### src/sv/line_substring_filter_core_assert.svh
// ---------------------------------------------------------------------------
// Line substring filter assertion macros
// Shared concurrent assertion forms, clocked on clk_i and held off in reset.
// ---------------------------------------------------------------------------
`ifndef LINE_SUBSTRING_FILTER_CORE_ASSERT_SVH
`define LINE_SUBSTRING_FILTER_CORE_ASSERT_SVH

// Implication in the same cycle.
`define LSF_ASSERT_SAME(label, ante, cons, msg) \
  label: assert property (@(posedge clk_i) disable iff (!rst_ni) (ante) |-> (cons)) \
    else $error(msg);

// Implication checked in the following cycle.
`define LSF_ASSERT_NEXT(label, ante, cons, msg) \
  label: assert property (@(posedge clk_i) disable iff (!rst_ni) (ante) |=> (cons)) \
    else $error(msg);

`endif

### src/sv/lsf_pkg.sv
// ---------------------------------------------------------------------------
// Line substring filter package
// Constants, codes and controller/datapath interface types.
// ---------------------------------------------------------------------------
package lsf_pkg;

  localparam int LINE_BYTES_DEF = 64;
  localparam int NEEDLE_MAX_DEF = 47;

  localparam int NEEDLE_WORDS = 6;
  localparam int WORD_W       = 64;
  localparam int LEN_W        = 6;
  localparam int CFG_IDX_W    = 3;

  // register indexes
  localparam logic [CFG_IDX_W-1:0] REG_NEEDLE_LEN = 3'd6;

  localparam logic [LEN_W-1:0] LEN_RESET = 6'd1;

  localparam logic [7:0] NL_BYTE  = 8'h0A;
  localparam logic [7:0] NUL_BYTE = 8'h00;

  localparam logic OP_TEXT = 1'b0;
  localparam logic OP_END  = 1'b1;

  typedef enum logic {
    ST_IDLE,
    ST_EMIT
  } lsf_state_e;

  typedef enum logic [1:0] {
    OUT_NONE,
    OUT_STATUS,
    OUT_BYTE,
    OUT_NL
  } lsf_out_sel_e;

  typedef struct packed {
    logic         acc_byte;   // store and search the incoming byte
    logic         set_found;
    logic         clr_found;
    logic         clr_line;
    logic         idx_clr;
    logic         idx_inc;
    lsf_out_sel_e out_sel;
    logic         out_done;
  } lsf_cmd_t;

  typedef struct packed {
    logic line_matched;
    logic line_nz;
    logic emit_end;     // read pointer at line end or at a zero byte
  } lsf_sts_t;

endpackage

### src/sv/lsf_datapath.sv
// ---------------------------------------------------------------------------
// Line substring filter datapath
// Needle registers, shift-and matcher, line memory and result register.
// ---------------------------------------------------------------------------
module lsf_datapath #(
  parameter int LINE_BYTES = lsf_pkg::LINE_BYTES_DEF,
  parameter int NEEDLE_MAX = lsf_pkg::NEEDLE_MAX_DEF
) (
  input  logic                           clk_i,
  input  logic                           rst_ni,
  input  logic                           cfg_we_i,
  input  logic [lsf_pkg::CFG_IDX_W-1:0]  cfg_idx_i,
  input  logic [lsf_pkg::WORD_W-1:0]     cfg_data_i,
  input  logic [7:0]                     text_byte_i,
  input  lsf_pkg::lsf_cmd_t              cmd_i,
  output lsf_pkg::lsf_sts_t              sts_o,
  output logic [7:0]                     out_byte_o,
  output logic                           byte_valid_o,
  output logic                           run_last_o,
  output logic                           done_res_o,
  output logic                           any_match_o
);
  import lsf_pkg::*;

  localparam int DEPTH = LINE_BYTES - 1;
  localparam int CW    = $clog2(LINE_BYTES);
  localparam int AW    = (DEPTH > 1) ? $clog2(DEPTH) : 1;

  // configuration
  logic [WORD_W-1:0] needle_q [NEEDLE_WORDS];
  logic [LEN_W-1:0]  len_q;

  always_ff @(posedge clk_i or negedge rst_ni) begin
    if (!rst_ni) begin
      for (int w = 0; w < NEEDLE_WORDS; w++) needle_q[w] <= '0;
      len_q <= LEN_RESET;
    end else if (cfg_we_i) begin
      if (cfg_idx_i < REG_NEEDLE_LEN) begin
        needle_q[cfg_idx_i] <= cfg_data_i;
      end else if (cfg_idx_i == REG_NEEDLE_LEN) begin
        len_q <= cfg_data_i[LEN_W-1:0];
      end
    end
  end

  logic [LEN_W-1:0] len_eff;
  always_comb begin
    if (len_q == '0) begin
      len_eff = LEN_W'(1);
    end else if (len_q > LEN_W'(NEEDLE_MAX)) begin
      len_eff = LEN_W'(NEEDLE_MAX);
    end else begin
      len_eff = len_q;
    end
  end

  // shift-and matcher, one lane per needle position
  logic [NEEDLE_MAX-1:0] part_q, part_d, hit;

  for (genvar k = 0; k < NEEDLE_MAX; k++) begin : g_lane
    logic [7:0] nb;
    logic       prev;
    if (k < NEEDLE_WORDS * 8) begin : g_nb
      assign nb = needle_q[k / 8][(k % 8) * 8 +: 8];
    end else begin : g_nb0
      assign nb = NUL_BYTE;
    end
    if (k == 0) begin : g_first
      assign prev = 1'b1;
    end else begin : g_rest
      assign prev = part_q[k-1];
    end
    assign part_d[k] = prev && (nb != NUL_BYTE) && (nb == text_byte_i)
                       && (LEN_W'(k) < len_eff);
    assign hit[k]    = part_d[k] && (len_eff == LEN_W'(k + 1));
  end

  // line state
  logic [CW-1:0] count_q;
  logic          zero_q, matched_q, found_q;
  logic [CW-1:0] idx_q, idx_d;
  logic          room;

  assign room = count_q < CW'(DEPTH);

  always_ff @(posedge clk_i or negedge rst_ni) begin
    if (!rst_ni) begin
      count_q   <= '0;
      zero_q    <= 1'b0;
      part_q    <= '0;
      matched_q <= 1'b0;
      found_q   <= 1'b0;
      idx_q     <= '0;
    end else begin
      idx_q <= idx_d;
      if (cmd_i.clr_line) begin
        count_q   <= '0;
        zero_q    <= 1'b0;
        part_q    <= '0;
        matched_q <= 1'b0;
      end else if (cmd_i.acc_byte && room) begin
        count_q <= count_q + CW'(1);
        if (!zero_q) begin
          if (text_byte_i == NUL_BYTE) begin
            zero_q <= 1'b1;
          end else begin
            part_q <= part_d;
            if (|hit) matched_q <= 1'b1;
          end
        end
      end
      if (cmd_i.set_found) begin
        found_q <= 1'b1;
      end else if (cmd_i.clr_found) begin
        found_q <= 1'b0;
      end
    end
  end

  always_comb begin
    idx_d = idx_q;
    if (cmd_i.idx_clr) begin
      idx_d = '0;
    end else if (cmd_i.idx_inc) begin
      idx_d = idx_q + CW'(1);
    end
  end

  // line memory: one write port, one registered read port
  logic [7:0] mem_q [DEPTH];
  logic [7:0] rd_data_q;

  always_ff @(posedge clk_i) begin
    if (cmd_i.acc_byte && room) mem_q[count_q[AW-1:0]] <= text_byte_i;
  end

  always_ff @(posedge clk_i) begin
    if (idx_d < CW'(DEPTH)) rd_data_q <= mem_q[idx_d[AW-1:0]];
  end

  assign sts_o.line_matched = matched_q;
  assign sts_o.line_nz      = count_q != '0;
  assign sts_o.emit_end     = (idx_q == count_q) || (rd_data_q == NUL_BYTE);

  // result register
  logic [7:0] obyte_q;
  logic       ovalid_q, olast_q, odone_q, oany_q;

  always_ff @(posedge clk_i) begin
    unique case (cmd_i.out_sel)
      OUT_STATUS: begin
        obyte_q  <= NUL_BYTE;
        ovalid_q <= 1'b0;
        olast_q  <= 1'b1;
        odone_q  <= cmd_i.out_done;
        oany_q   <= cmd_i.out_done & found_q;
      end
      OUT_BYTE: begin
        obyte_q  <= rd_data_q;
        ovalid_q <= 1'b1;
        olast_q  <= 1'b0;
        odone_q  <= 1'b0;
        oany_q   <= 1'b0;
      end
      OUT_NL: begin
        obyte_q  <= NL_BYTE;
        ovalid_q <= 1'b1;
        olast_q  <= 1'b1;
        odone_q  <= cmd_i.out_done;
        oany_q   <= cmd_i.out_done & found_q;
      end
      default: begin
      end
    endcase
  end

  assign out_byte_o   = obyte_q;
  assign byte_valid_o = ovalid_q;
  assign run_last_o   = olast_q;
  assign done_res_o   = odone_q;
  assign any_match_o  = oany_q;

endmodule

### src/sv/lsf_ctrl.sv
// ---------------------------------------------------------------------------
// Line substring filter controller
// Accepts items, sequences line emission and owns the result valid flag.
// ---------------------------------------------------------------------------
`include "line_substring_filter_core_assert.svh"

module lsf_ctrl (
  input  logic              clk_i,
  input  logic              rst_ni,
  input  logic              in_valid_i,
  output logic              in_ready_o,
  input  logic              op_i,
  input  logic [7:0]        text_byte_i,
  output logic              out_valid_o,
  input  logic              out_ready_i,
  input  lsf_pkg::lsf_sts_t sts_i,
  output lsf_pkg::lsf_cmd_t cmd_o
);
  import lsf_pkg::*;

  lsf_state_e state_q, state_d;
  logic       end_q, end_d;
  logic       oval_q, oval_d;
  logic       out_free, accept, is_nl, flush;

  assign out_free   = !oval_q || out_ready_i;
  assign in_ready_o = (state_q == ST_IDLE) && out_free;
  assign accept     = in_valid_i && in_ready_o;
  assign is_nl      = (op_i == OP_TEXT) && (text_byte_i == NL_BYTE);
  assign flush      = is_nl || ((op_i == OP_END) && sts_i.line_nz);

  // next state
  always_comb begin
    state_d = state_q;
    end_d   = end_q;
    unique case (state_q)
      ST_IDLE: begin
        if (accept && flush && sts_i.line_matched) begin
          state_d = ST_EMIT;
          end_d   = op_i;
        end
      end
      ST_EMIT: begin
        if (out_free && sts_i.emit_end) state_d = ST_IDLE;
      end
      default: state_d = ST_IDLE;
    endcase
  end

  // commands
  always_comb begin
    cmd_o = '{default: '0, out_sel: OUT_NONE};
    unique case (state_q)
      ST_IDLE: begin
        if (accept) begin
          if (!is_nl && (op_i == OP_TEXT)) begin
            cmd_o.acc_byte = 1'b1;
            cmd_o.out_sel  = OUT_STATUS;
          end else if (flush && sts_i.line_matched) begin
            cmd_o.set_found = 1'b1;
            cmd_o.idx_clr   = 1'b1;
          end else begin
            cmd_o.out_sel   = OUT_STATUS;
            cmd_o.out_done  = op_i;
            cmd_o.clr_line  = 1'b1;
            cmd_o.clr_found = op_i;
          end
        end
      end
      ST_EMIT: begin
        if (out_free) begin
          if (sts_i.emit_end) begin
            cmd_o.out_sel   = OUT_NL;
            cmd_o.out_done  = end_q;
            cmd_o.clr_line  = 1'b1;
            cmd_o.clr_found = end_q;
          end else begin
            cmd_o.out_sel = OUT_BYTE;
            cmd_o.idx_inc = 1'b1;
          end
        end
      end
      default: begin
      end
    endcase
  end

  always_comb begin
    if (cmd_o.out_sel != OUT_NONE) begin
      oval_d = 1'b1;
    end else if (out_ready_i) begin
      oval_d = 1'b0;
    end else begin
      oval_d = oval_q;
    end
  end

  always_ff @(posedge clk_i or negedge rst_ni) begin
    if (!rst_ni) begin
      state_q <= ST_IDLE;
      end_q   <= 1'b0;
      oval_q  <= 1'b0;
    end else begin
      state_q <= state_d;
      end_q   <= end_d;
      oval_q  <= oval_d;
    end
  end

  assign out_valid_o = oval_q;

  `LSF_ASSERT_SAME(a_no_overwrite, cmd_o.out_sel != OUT_NONE, out_free,
                   "result overwritten before transfer")
  `LSF_ASSERT_SAME(a_emit_exit_nl, state_q == ST_EMIT && state_d == ST_IDLE,
                   cmd_o.out_sel == OUT_NL, "emission left without newline")
  `LSF_ASSERT_SAME(a_emit_matched, state_q == ST_EMIT, sts_i.line_matched,
                   "line state lost during emission")
  `LSF_ASSERT_NEXT(a_flush_emits, accept && flush && sts_i.line_matched,
                   state_q == ST_EMIT, "matching flush did not start emission")

endmodule

### src/sv/line_substring_filter_core.sv
// ---------------------------------------------------------------------------
// Line substring filter core
// Fixed-string line filter: buffers each text line, emits lines holding the
// configured needle, followed by a newline, and reports a summary at end.
// ---------------------------------------------------------------------------
// Results: status results load the result register directly; emitted bytes
//   pass the line memory read register first. A matching newline or end item
//   parks the input while the line's bytes and then the newline are emitted.
// Reset: rst_ni asynchronous, active low; clears control, needle (zero,
//   length 1) and line state; line memory is not cleared and needs no pass.
module line_substring_filter_core #(
  parameter int LINE_BYTES = lsf_pkg::LINE_BYTES_DEF,  // 2..256, stores LINE_BYTES-1
  parameter int NEEDLE_MAX = lsf_pkg::NEEDLE_MAX_DEF   // 1..63
) (
  input  logic                          clk_i,
  input  logic                          rst_ni,
  // configuration write port
  input  logic                          cfg_we_i,
  input  logic [lsf_pkg::CFG_IDX_W-1:0] cfg_idx_i,
  input  logic [lsf_pkg::WORD_W-1:0]    cfg_data_i,
  // input items
  input  logic                          in_valid_i,
  output logic                          in_ready_o,
  input  logic                          op_i,
  input  logic [7:0]                    text_byte_i,
  // result items
  output logic                          out_valid_o,
  input  logic                          out_ready_i,
  output logic [7:0]                    out_byte_o,
  output logic                          byte_valid_o,
  output logic                          run_last_o,
  output logic                          done_res_o,
  output logic                          any_match_o
);
  import lsf_pkg::*;

  // Controller and datapath talk only through these two bundles.
  lsf_cmd_t cmd;
  lsf_sts_t sts;

  // The controller decides, per transfer, whether the item is a plain byte
  // (store, search, status result), a flush of a non-matching or empty line
  // (status result, clear) or a flush of a matching line, which parks the
  // input while the stored bytes drain through the result register.
  lsf_ctrl u_ctrl (
    .clk_i       (clk_i),
    .rst_ni      (rst_ni),
    .in_valid_i  (in_valid_i),
    .in_ready_o  (in_ready_o),
    .op_i        (op_i),
    .text_byte_i (text_byte_i),
    .out_valid_o (out_valid_o),
    .out_ready_i (out_ready_i),
    .sts_i       (sts),
    .cmd_o       (cmd)
  );

  // The datapath keeps the needle, runs the shift-and matcher over each byte
  // combinationally, writes the line memory and holds the result payload. The
  // result register sits between the two sides, so a new item can be taken in
  // the same cycle as the previous result is transferred.
  lsf_datapath #(
    .LINE_BYTES (LINE_BYTES),
    .NEEDLE_MAX (NEEDLE_MAX)
  ) u_datapath (
    .clk_i        (clk_i),
    .rst_ni       (rst_ni),
    .cfg_we_i     (cfg_we_i),
    .cfg_idx_i    (cfg_idx_i),
    .cfg_data_i   (cfg_data_i),
    .text_byte_i  (text_byte_i),
    .cmd_i        (cmd),
    .sts_o        (sts),
    .out_byte_o   (out_byte_o),
    .byte_valid_o (byte_valid_o),
    .run_last_o   (run_last_o),
    .done_res_o   (done_res_o),
    .any_match_o  (any_match_o)
  );

endmodule

### config.mk
export PLATFORM = sky130hd
export DESIGN_NAME = line_substring_filter_core
export DESIGN_NICKNAME = d
export VERILOG_FILES = /design/src/sv/lsf_pkg.sv /design/src/sv/lsf_datapath.sv /design/src/sv/lsf_ctrl.sv /design/src/sv/line_substring_filter_core.sv
export VERILOG_INCLUDE_DIRS = /design/src /design/src/sv
export SDC_FILE = /design/constraint.sdc
export NUM_CORES = 2
export LEC_CHECK = 0
export ABC_CLOCK_PERIOD_IN_PS = 3950
export BUFFER_PORTS_ARGS = -buffer_cell sky130_fd_sc_hd__buf_4
export CORE_ASPECT_RATIO = 1.75
export CORE_MARGIN = 5
export CORE_UTILIZATION = 55
export DETAILED_ROUTE_END_ITERATION = 10
export HOLD_SLACK_MARGIN = 0.05
export PLACE_DENSITY = 0.75
export RECOVER_POWER = 100
export SYNTH_ARGS = -nofsm -noshare
export SYNTH_HDL_FRONTEND = slang
export SYNTH_SLANG_ARGS = --single-unit
### constraint.sdc
create_clock -name clk_i -period 3.95 [get_ports clk_i]
set_input_delay 0.79 -clock clk_i [delete_from_list [all_inputs] [get_ports clk_i]]
set_output_delay 0.79 -clock clk_i [all_outputs]
set_load 0.02 [all_outputs]
==> impl_metrics.py <==
metrics = {
    "synthesis": {
        "synth_edf_count": 524,
        "synth.cell_area_um2": 44300,
        "synth.distinct_cells": 83,
        "synthArstFlopShare_pct": 46.0,
        "postSynthAreaPerCell_um2": 12.4,
        "syn-num-nets": 3642,
        "synth_ff_type": "edfxtp_1",
        "seq_area_frac_synth_pct": 60.8,
        "netlist_instances": 3558,
        "ys_ff_latch": 970,
        "yosysWarnings": 0,
    },
    "status": {
        "failed_checks": "capacitance limit, slew limit",
        "outcome": "finished, violations left",
    },
    "clock_network": {
        "ctsHoldBuffers": 0,
        "ctsRootBufferMaster": "clkbuf_16",
        "htreeDepth": 3,
        "clock_latency_ns": 0.70,
        "clock_sinks": 970,
        "cts_tree": "done",
        "cts_buffers": 86,
        "cts_buffer_depth": 3,
        "path_clk_slew_ns": 0.07,
    },
    "power": {
        "p_leak_nw": 18.7,
        "p_per_area_nw_per_um2": 496,
        "peakVddDrop_mv": 0.421,
        "power_mw": 25.0,
    },
    "worst_hold_path": {
        "min_path_cells": 3,
        "hold_path_startpoint": "op_i",
        "min_to": "u_ctrl.end_q$_DFFE_PN0P_",
        "min_path_type": "primary input to flop",
    },
    "worst_setup_path": {
        "max_stage_delay_ns": 0.59,
        "r2r_slack_ns": 0.07,
        "critPathMaxFanout": 16,
        "critical_path_arrival_ns": 4.31,
        "startpoint": "u_datapath.idx_q[0]$_DFF_PN0_",
        "timing.rr.end": "u_datapath.rd_data_q[3]$_DFFE_PN_",
        "regToRegStartpoint": "u_datapath.idx_q[0]$_DFF_PN0_",
        "path_common_cell": "buf_4",
        "path_cells": "buf_2, a2111oi_0, buf_4, a21boi_1, nor2_1, buf_4, nand3_1, buf_4, a21oi_1, or4_1, a32o_1",
        "cp-end-kind": "flop",
        "path_class": "flop to flop",
        "cp-start-kind": "flop",
        "critical-path-slowest-cell": "or4_1",
        "crit_required_ns": 4.38,
        "r2r_cells": 11,
    },
    "global_route": {
        "antenna_found_initial": 6,
        "use_met2_pct": 56.8,
        "track_usage_pct": 32.2,
        "grt_overflow": 0,
        "globalRouteMet3Util_pct": 4.87,
        "grt_busiest_layer": "met2",
        "use_met1_pct": 34.4,
        "grt_max_degree": 90,
        "grt_pass1_vias": 32366,
        "grt_pass1_wl_um": 208000,
    },
    "sta": {
        "maxSlewViolCount": 519,
        "setup_slack_ns": 0.0733,
        "finalCritPeriodShare_pct": 98.1,
        "fmaxAchievable_mhz": 258,
        "setup_viol": 0,
        "grt_setup_unrepaired": "false",
        "period_minus_slack_ns": 3.88,
        "relSlewSlack_pct": -66.2,
        "clock_skew_ns": 0.0262,
        "worst_pin_slew_ns": 2.49,
        "hold_viol_final": 0,
    },
    "final_layout": {
        "drive_gt1_share_pct": 22.3,
        "post-route-util_pct": 63.1,
        "final_cell_mix": "524 x edfxtp_1, 445 x dfrtp_1, 385 x mux2_2",
        "final-instance-count-excl-fill": 4917,
        "syn2layout_area_growth_pct": 13.9,
        "fin_nets": 3883,
        "layout_commonest_cell": "edfxtp_1",
    },
    "route": {
        "vias_per_cell": 6.41,
        "postRouteAntennaNets": 0,
        "vias": 31503,
        "post_drt_wl_per_cell_um": 28.5,
        "drc": 0,
        "wirelength_um": 140000,
        "firstDrtPassIters": 9,
        "dr.first_iter.drc_count": 2882,
    },
    "flow_run": {
        "cap_violations": 9,
    },
    "die": {
        "dieArea_um2": 86500,
        "coreArea_um2": 79900,
        "initial_core_util_pct": 55.4,
        "dieWidth_um": 224,
        "rows": 137,
        "pin_count": 95,
        "die_y_um": 385,
    },
    "placed_design": {
        "io_buffers": 94,
        "dp_worst_setup_slack_ns": -0.352,
        "hpwl_um": 99100,
        "dp_cells": 4752,
        "place_congestion": 1.07,
    },
}
==> critical path: cells and delay by family (launching register included) <==
kind / cells / cell delay [ns]
AOI/OAI and AO/OA: 4 / 1.32
buffers and inverters: 4 / 0.93
DFF: 1 / 0.43
and+or+nand+nor: 3 / 0.94
==> where the power goes <==
group / leakage (nW) / switching, mW / internal, mW
registers: 10.2 / 0.940 / 11.6
logic: 7.05 / 1.87 / 1.67
clock network: 1.44 / 3.85 / 5.06
==> cells in the mapped netlist, drive strengths merged, types with 10 or more instances <==
cell,number,share of area (%)
o211ai,15,0.28
o221ai,23,0.45
a22oi,11,0.19
a21oi,207,2.3
or4,14,0.24
nor4,110,1.6
a32oi,10,0.20
xnor2,158,3.1
nand4,51,0.72
inv,43,0.36
and3,11,0.17
o21ai,55,0.65
nor2,183,1.6
mux2i,66,1.5
nand2,374,3.2
nor3,96,1.1
o2111ai,18,0.36
buf,99,1.1
a211oi,48,0.81
nand3,81,0.93
dfrtp,445,25
edfxtp,524,36
mux2,385,9.8
xor2,188,3.7
o22ai,25,0.37
and2,13,0.18
a31oi,36,0.51
clkbuf,113,0.96
a2111oi,20,0.40
==> cell families after synthesis <==
kind of cell | Yosys count | synth area share [%]
compound gates | 544 | 8.09
xor+xnor | 346 | 6.84
fa+ha+maj | 3 | 0.0848
buf+inv | 258 | 2.48
flops | 970 | 60.8
mux | 451 | 11.3
simple gates | 986 | 10.5
==> repair_timing <==
item	CTS	global route
gates resized for setup	2	4
endpoints found under the setup margin	3	5
pin swaps	0	1
setup buffers	0	1
==> worst max-delay path by stage <==
stage	endpoint	slack, ns	cells after the start
finish	u_datapath.rd_data_q[3]$_DFFE_PN_	0.07	11
global route	u_datapath.rd_data_q[1]$_DFFE_PN_	0.02	13
CTS	u_datapath.rd_data_q[4]$_DFFE_PN_	0.06	10
detailed placement	u_datapath.rd_data_q[3]$_DFFE_PN_	-0.35	10
global placement	u_datapath.rd_data_q[5]$_DFFE_PN_	-0.30	12
floorplan	u_datapath.rd_data_q[5]$_DFFE_PN_	0.47	14
==> per-stage QoR <==
stage / area, µm² / setup TNS, ns / hold WS, ns
floorplan: 44300 / 0 / 0.474
global placement: 47800 / -1.34 / 0.494
detailed placement: 47800 / -1.40 / 0.507
CTS: 50700 / 0 / 0.110
global route: 50400 / 0 / 0.380
finish: 50400 / 0 / 0.368
==> layout make-up <==
type / count / area (µm²)
timing repair buffer: 365 / 2740
clock inverter: 47 / 583
clock buffer: 113 / 2380
antenna: 4 / 10.0
fill: 6276 / 29500
multi-input combinational: 2330 / 16300
sequential: 970 / 26900
tap: 1042 / 1300
inverter: 46 / 175
==> state kept, by name, summed over array words and instances, names as in the netlist, 6 cells and up <==
signal                 flops
u_datapath.mem_q         504
u_datapath.g_lane.nb     376
u_datapath.part_q         46
u_datapath.out_byte_o      8
u_datapath.rd_data_q       8
u_datapath.count_q         6
u_datapath.idx_q           6
u_datapath.len_q           6
==> metal layers <==
metal / vias up / share of wire [%]
li1: 13609 / -
met1: 15822 / 33
met2: 1529 / 52
met3: 539 / 6.0
met4: 4 / 9.4
met5: - / 0.023
No activity file was read; power rests on OpenSTA's default activity.
